### src/sv/gptbm_pkg.sv
// ----------------------------------------------------------------------------
// gptbm_pkg
// Types and constants shared by the page-table bump mapper files.
// ----------------------------------------------------------------------------
package gptbm_pkg;

  localparam int unsigned PAGE_SHIFT = 12;
  localparam int unsigned PHYS_W     = 40;
  localparam int unsigned BYTES_W    = 32;
  localparam int unsigned LOOK_W     = 32;
  localparam int unsigned GA_W       = 32;
  localparam int unsigned ENTRY_W    = 39;
  localparam int unsigned FRAME_W    = 27;  // physical bits 38:12
  localparam int unsigned PAGES_W    = 21;  // page count 0 .. 2^20
  localparam int unsigned LIDX_W     = 20;  // lookup page index

  typedef enum logic [2:0] {
    ACT_MAP      = 3'd0,
    ACT_PERM_MAP = 3'd1,
    ACT_CLEAR    = 3'd2,
    ACT_RESET    = 3'd3,
    ACT_LOOKUP   = 3'd4
  } action_e;

  typedef enum logic [1:0] {
    ST_OK    = 2'd0,
    ST_ADDR  = 2'd1,
    ST_FULL  = 2'd2,
    ST_RANGE = 2'd3
  } status_e;

  typedef enum logic [1:0] {
    S_IDLE  = 2'd0,
    S_WRITE = 2'd1,
    S_READ  = 2'd2,
    S_DONE  = 2'd3
  } state_e;

  typedef struct packed {
    status_e         status;
    logic [GA_W-1:0] ga;
    logic            hit;    // lookup entry has been written
  } result_t;

endpackage

### src/sv/gptbm_ctrl.sv
// ----------------------------------------------------------------------------
// gptbm_ctrl
// Sequencer: decodes a word, keeps the page pointers and the fill mark,
// and steps the table writes of a map one page per cycle.
// ----------------------------------------------------------------------------
module gptbm_ctrl #(
  parameter int unsigned TABLE_ENTRIES = 4096,
  parameter int unsigned FIRST_PAGE    = 0,
  parameter int unsigned AW            = 12
) (
  input  logic                          clk_i,
  input  logic                          rst_ni,
  input  logic                          in_valid_i,
  output logic                          in_stall_o,
  input  logic [2:0]                    action_i,
  input  logic [gptbm_pkg::PHYS_W-1:0]  phys_address_i,
  input  logic [gptbm_pkg::BYTES_W-1:0] region_bytes_i,
  input  logic [gptbm_pkg::LOOK_W-1:0]  lookup_address_i,
  output logic                          mem_we_o,
  output logic [AW-1:0]                 mem_waddr_o,
  output logic [gptbm_pkg::FRAME_W-1:0] mem_wdata_o,
  output logic                          mem_re_o,
  output logic [AW-1:0]                 mem_raddr_o,
  output logic                          res_valid_o,
  output gptbm_pkg::result_t            res_o,
  input  logic                          res_take_i
);
  import gptbm_pkg::*;

  localparam int unsigned PMAX = (FIRST_PAGE > TABLE_ENTRIES) ? FIRST_PAGE : TABLE_ENTRIES;
  localparam int unsigned PW   = $clog2(PMAX + 1);
  localparam int unsigned CW   = ((PW > PAGES_W) ? PW : PAGES_W) + 1;

  state_e state_q, state_d;

  logic [PW-1:0]      start_q, start_d;
  logic [PW-1:0]      next_q, next_d;
  logic [PW-1:0]      hwm_q, hwm_d;    // entries FIRST_PAGE .. hwm-1 have been written
  logic [PW-1:0]      wp_q, wp_d;
  logic [FRAME_W-1:0] frame_q, frame_d;
  logic [PAGES_W-1:0] rem_q, rem_d;
  result_t            res_q, res_d;

  logic               accept;
  action_e            act;
  logic [PW-1:0]      base;
  logic [BYTES_W:0]   bytes_up;
  logic [PAGES_W-1:0] pages;
  logic [CW-1:0]      end_page;
  logic [PW-1:0]      new_next;
  logic               fits;
  logic               addr_ok;
  logic [LIDX_W-1:0]  lidx;
  logic               lk_in;
  logic               lk_hit;
  logic [PW+11:0]     ga_full;
  logic               go_write;
  logic               go_read;

  assign accept   = in_valid_i && !in_stall_o;
  assign act      = action_e'(action_i);
  assign base     = (act == ACT_PERM_MAP) ? start_q : next_q;
  assign bytes_up = {1'b0, region_bytes_i} + (BYTES_W+1)'(12'hFFF);
  assign pages    = bytes_up[BYTES_W:PAGE_SHIFT];
  assign end_page = CW'(base) + CW'(pages);
  assign fits     = end_page <= CW'(TABLE_ENTRIES);
  assign new_next = end_page[PW-1:0];
  assign addr_ok  = !phys_address_i[PHYS_W-1];
  assign ga_full  = {base, 12'h000};
  assign lidx     = lookup_address_i[LOOK_W-1:PAGE_SHIFT];
  assign lk_in    = CW'(lidx) < CW'(TABLE_ENTRIES);
  assign lk_hit   = (CW'(lidx) >= CW'(FIRST_PAGE)) && (CW'(lidx) < CW'(hwm_q));

  // datapath and pointer updates
  always_comb begin
    start_d  = start_q;
    next_d   = next_q;
    hwm_d    = hwm_q;
    wp_d     = wp_q;
    frame_d  = frame_q;
    rem_d    = rem_q;
    res_d    = res_q;
    go_write = 1'b0;
    go_read  = 1'b0;
    if (accept) begin
      res_d.status = ST_OK;
      res_d.ga     = '0;
      res_d.hit    = 1'b0;
      unique case (act)
        ACT_MAP, ACT_PERM_MAP: begin
          next_d = base;  // permanent map rewinds first
          if (!addr_ok) begin
            res_d.status = ST_ADDR;
          end else if (!fits) begin
            res_d.status = ST_FULL;
          end else begin
            res_d.ga = GA_W'(ga_full);
            next_d   = new_next;
            if (act == ACT_PERM_MAP) begin
              start_d = new_next;
            end
            if (new_next > hwm_q) begin
              hwm_d = new_next;
            end
            wp_d     = base;
            frame_d  = phys_address_i[ENTRY_W-1:PAGE_SHIFT];
            rem_d    = pages;
            go_write = (pages != '0);
          end
        end
        ACT_CLEAR: begin
          next_d = start_q;
        end
        ACT_RESET: begin
          start_d = PW'(FIRST_PAGE);
          next_d  = PW'(FIRST_PAGE);
        end
        ACT_LOOKUP: begin
          if (lk_in) begin
            res_d.hit = lk_hit;
            go_read   = 1'b1;
          end else begin
            res_d.status = ST_RANGE;
          end
        end
        default: ;
      endcase
    end else if (state_q == S_WRITE) begin
      wp_d    = wp_q + PW'(1);
      frame_d = frame_q + FRAME_W'(1);
      rem_d   = rem_q - PAGES_W'(1);
    end
  end

  // next state
  always_comb begin
    state_d = state_q;
    unique case (state_q)
      S_IDLE: begin
        if (accept) begin
          priority if (go_write) begin
            state_d = S_WRITE;
          end else if (go_read) begin
            state_d = S_READ;
          end else begin
            state_d = S_DONE;
          end
        end
      end
      S_WRITE: begin
        if (rem_q == PAGES_W'(1)) begin
          state_d = S_DONE;
        end
      end
      S_READ: begin
        state_d = S_DONE;
      end
      S_DONE: begin
        if (res_take_i) begin
          state_d = S_IDLE;
        end
      end
      default: state_d = S_IDLE;
    endcase
  end

  // outputs
  always_comb begin
    in_stall_o  = (state_q != S_IDLE);
    mem_we_o    = (state_q == S_WRITE);
    mem_re_o    = accept && go_read;
    res_valid_o = (state_q == S_DONE);
  end

  assign mem_waddr_o = wp_q[AW-1:0];
  assign mem_wdata_o = frame_q;
  assign mem_raddr_o = lidx[AW-1:0];
  assign res_o       = res_q;

  always_ff @(posedge clk_i or negedge rst_ni) begin
    if (!rst_ni) begin
      state_q <= S_IDLE;
      start_q <= PW'(FIRST_PAGE);
      next_q  <= PW'(FIRST_PAGE);
      hwm_q   <= PW'(FIRST_PAGE);
    end else begin
      state_q <= state_d;
      start_q <= start_d;
      next_q  <= next_d;
      hwm_q   <= hwm_d;
    end
  end

  always_ff @(posedge clk_i) begin
    wp_q    <= wp_d;
    frame_q <= frame_d;
    rem_q   <= rem_d;
    res_q   <= res_d;
  end

endmodule

### config.mk
export PLATFORM = sky130hd
export DESIGN_NAME = gptbm_ctrl
export DESIGN_NICKNAME = d
export VERILOG_FILES = /design/src/sv/gptbm_pkg.sv /design/src/sv/gptbm_ctrl.sv
export SDC_FILE = /design/constraint.sdc
export NUM_CORES = 1
export LEC_CHECK = 0
export BUFFER_PORTS_ARGS = -buffer_cell sky130_fd_sc_hd__buf_2
export CAP_MARGIN = 10
export CORE_UTILIZATION = 50
export DETAILED_ROUTE_END_ITERATION = 7
export PLACE_DENSITY = 0.89
export SLEW_MARGIN = 20
export SYNTH_ARGS = -nofsm -noshare
export SYNTH_HDL_FRONTEND = slang
export SYNTH_SLANG_ARGS = --single-unit
### constraint.sdc
create_clock -name clk_i -period 6.75 [get_ports clk_i]
set_clock_uncertainty 0.15 [all_clocks]
set_input_delay 1.35 -clock clk_i [delete_from_list [all_inputs] [get_ports clk_i]]
set_output_delay 1.35 -clock clk_i [all_outputs]
set_load 0.1 [all_outputs]
==> flow_summary_export.csv <==
group,metric,value,unit
floorplan,row_count,47,
layout,drive_above_1_share,22.5,%
floorplan,io_pins,201,
floorplan,dieArea,17400,um^2
synth,synth-compound-area-share,13.9,%
clock_network,cts_sinks,117,
worst_setup_path,critical_path_arrival,6160,ps
timing,fin_tns_setup,0,ps
route,vias_per_cell,5.72,
flow_run,drv_cap,0,
worst_setup_path,start_kind,"primary input",
layout,regArea,3310,um^2
route,drc,3,
floorplan,initial_utilization,51.0,%
synth,synth_mux_area_share,5.21,%
layout,final_nets,1217,
route,via_count,7374,
timing,finalHoldViolCount,0,
global_routing,grt_pass1_vias,6824,
clock_network,postCtsSetupRepairBufs,0,
timing,period_share,91.9,%
layout,area_delta_synth_final,19.0,%
layout,fin_area,10000,um^2
floorplan,die_x,132,um
floorplan,die_height,132,um
hold_path,hold_class,"reg2reg",
place,dp_hpwl,15900,um
synth,synth_cell_type_count,65,
synth,synthSimpleGateAreaFrac,19.4,%
status,violations,"design-rule violations",
synth,synth_area,8420,um^2
worst_setup_path,crit_type,"in2reg",
timing,worst_pin_slew,1040,ps
synth,ys_ff_latch,117,
synth,synth_warnings,0,
clock_network,htreeDepth,4,
place,dp.cells,1258,
layout,multi_input_area,4670,um^2
clock_network,clk_latency,420,ps
layout,num_antenna_cells,0,
global_routing,grt_usage,24.8,%
route,antenna_left,0,
route,dr.pass1.iters,8,
timing,period_minus_slack,6200,ps
global_routing,grt_max_degree,107,
timing,slew_headroom,30.0,%
pwr,p_leak,0.00424,uW
status,outcome,"complete, but fails checks",
synth,async_flop_share,35.0,%
floorplan,core,16500,um^2
layout,fillers,1349,
worst_setup_path,cp_max_fo,33,
clock_network,ctsResizeCount,0,
route,drt_iter0_markers,625,
clock_network,cts_hold_repair.buffers,0,
clock_network,cts_tree,"done",
worst_setup_path,required,6710,ps
layout,final_cells,1290,
timing,slew_viol_final,0,
global_routing,antenna_found_initial,0,
synth,synth_edf_count,76,
pwr,ir_drop,0.392,mV
synth,ys.flop_type,"edfxtp_1",
synth,synth_fa_ha_area_share,7.37,%
synth,ys_seq_area_share,39.3,%
pwr,total_power,4570,uW
pwr,powerDensity,456,nW/um^2
synth,synth-xor-area-share,8.42,%
timing,rsz0062_at_grt,"false",
global_routing,grt_pass1_wl,34000,um
synth,synthTopCellsByArea,"edfxtp_1 27%, dfrtp_1 12%, ha_1 7.1%",
timing,timing.final.setup_violations,0,
clock_network,clkTransAtPathRegs,50,ps
route,finalWirelength,21300,um
synth,avgSynthCellArea,9.35,um^2
place,placed_area,9420,um^2
route,wl_per_cell,16.5,um
place,port-buffer-count,157,
layout,final_common_cell,"buf_2",
clock_network,clock_path_buffers,2,
global_routing,grt.overflow.total,0,
timing,fmaxAchievable,161,MHz
synth,synth_top_family_by_area,"simple AND/OR/NAND/NOR gates",
worst_setup_path,endpoint_kind,"flip-flop",
clock_network,clock-root-buffer,"clkbuf_16",
synth,synth_top_area_share,27.1,%
synth,synth.largest_area_cell,"edfxtp_1",
clock_network,numCtsBuffers,17,
place,place.gp.congestion,0.931,
synth,synthCells,901,
layout,mostFrequentLayoutCells,"157 x buf_2, 109 x nand2_1, 76 x edfxtp_1, 72 x o21ai_0, 52 x nor2_1",
[final cells by class]
cell class | instances | area share [%]
Inverter | 45 | 1.69
Multi-Input combinational cell | 695 | 46.6
Clock inverter | 5 | 0.287
Clock buffer | 27 | 5.77
Timing Repair Buffer | 181 | 9.89
Sequential cell | 117 | 33.0
Tap cell | 220 | 2.75
[state kept, by name, indices dropped and copies added, names as in the netlist]
register	count
state_q	2
wp_q	12
hwm_q	13
start_q	13
res_o	16
mem_wdata_o	27
rem_q	21
next_q	13
[per-stage QoR]
step	worst slack (ps)	hold WS, ps	util [%]
floorplan	9.65	308	-
global placement	278	317	56.9
detailed placement	228	340	57.0
CTS	636	351	60.7
global route	243	352	60.7
finish	545	346	60.7
[cells in the mapped netlist (5+ instances only)]
master / number
xor2_1: 39
nor2_1: 53
mux2_4: 6
a31oi_1: 6
nor2b_1: 5
nor4_1: 10
o21ai_0: 72
and2_1: 11
edfxtp_1: 76
nor3_1: 14
clkbuf_1: 24
o21a_1: 5
a22o_1: 8
xnor2_1: 42
ha_1: 48
mux2i_1: 27
inv_1: 45
buf_4: 32
nand3_1: 32
nand2b_1: 8
a211oi_1: 11
o211ai_1: 6
and3_1: 18
a21o_1: 15
or3_1: 11
or4_1: 6
a22oi_1: 8
a21oi_1: 33
dfrtp_1: 41
nand2_1: 109
nand4_1: 16
[worst max-delay path, stage by stage]
cell	delay [ps]
buf_2	140
nand4_1	210
a31oi_1	300
and2_1	190
nand3_1	110
or2_2	320
inv_1	80
nand2_1	60
xnor2_1	290
ha_1	380
nand3_1	120
o211ai_1	130
or3_1	350
o21ai_0	310
and2_1	180
a211oi_1	100
nor4b_4	450
nand3_4	180
or3_1	400
o21ai_4	240
buf_12	250
[where the power goes]
part	total [uW]	internal [uW]	switching, uW
clock network	903	585	318
logic	2390	598	1790
registers	1280	1090	186
total	4570	2270	2290
[routing by layer]
metal / wire length (um) / vias to the layer above / track usage, %
met5: 0 / - / 0
met4: 419 / 0 / 8.66
met3: 1660 / 39 / 4.58
met2: 9870 / 354 / 40.2
met1: 9360 / 3476 / 33.5
li1: - / 3505 / -
[worst paths after layout]
path / end / startpoint / slack, ps / depth (start not counted)
worst max-delay path: wp_q[3]$_DFFE_PP_ / region_bytes_i[12] / 550 / 21
worst min-delay path: hwm_q[3]$_DFFE_PN0P_ / hwm_q[3]$_DFFE_PN0P_ / 350 / 1
worst max register to register: wp_q[3]$_DFFE_PP_ / start_q[2]$_DFFE_PN0P_ / 2000 / 14
worst min register to register: hwm_q[3]$_DFFE_PN0P_ / hwm_q[3]$_DFFE_PN0P_ / 350 / 1
max in group asynchronous: state_q[1]$_DFFE_PN0P_ / rst_ni / 4950 / 1
min in group asynchronous: hwm_q[9]$_DFFE_PN0P_ / rst_ni / 920 / 1
[cell families after synthesis]
logic type,Yosys count
compound gates,188
other cells,1
mux,40
xor+xnor,81
fa+ha+maj,49
flops,117
buf+inv,107
simple gates,318
Power figures use the tool's default switching activity.
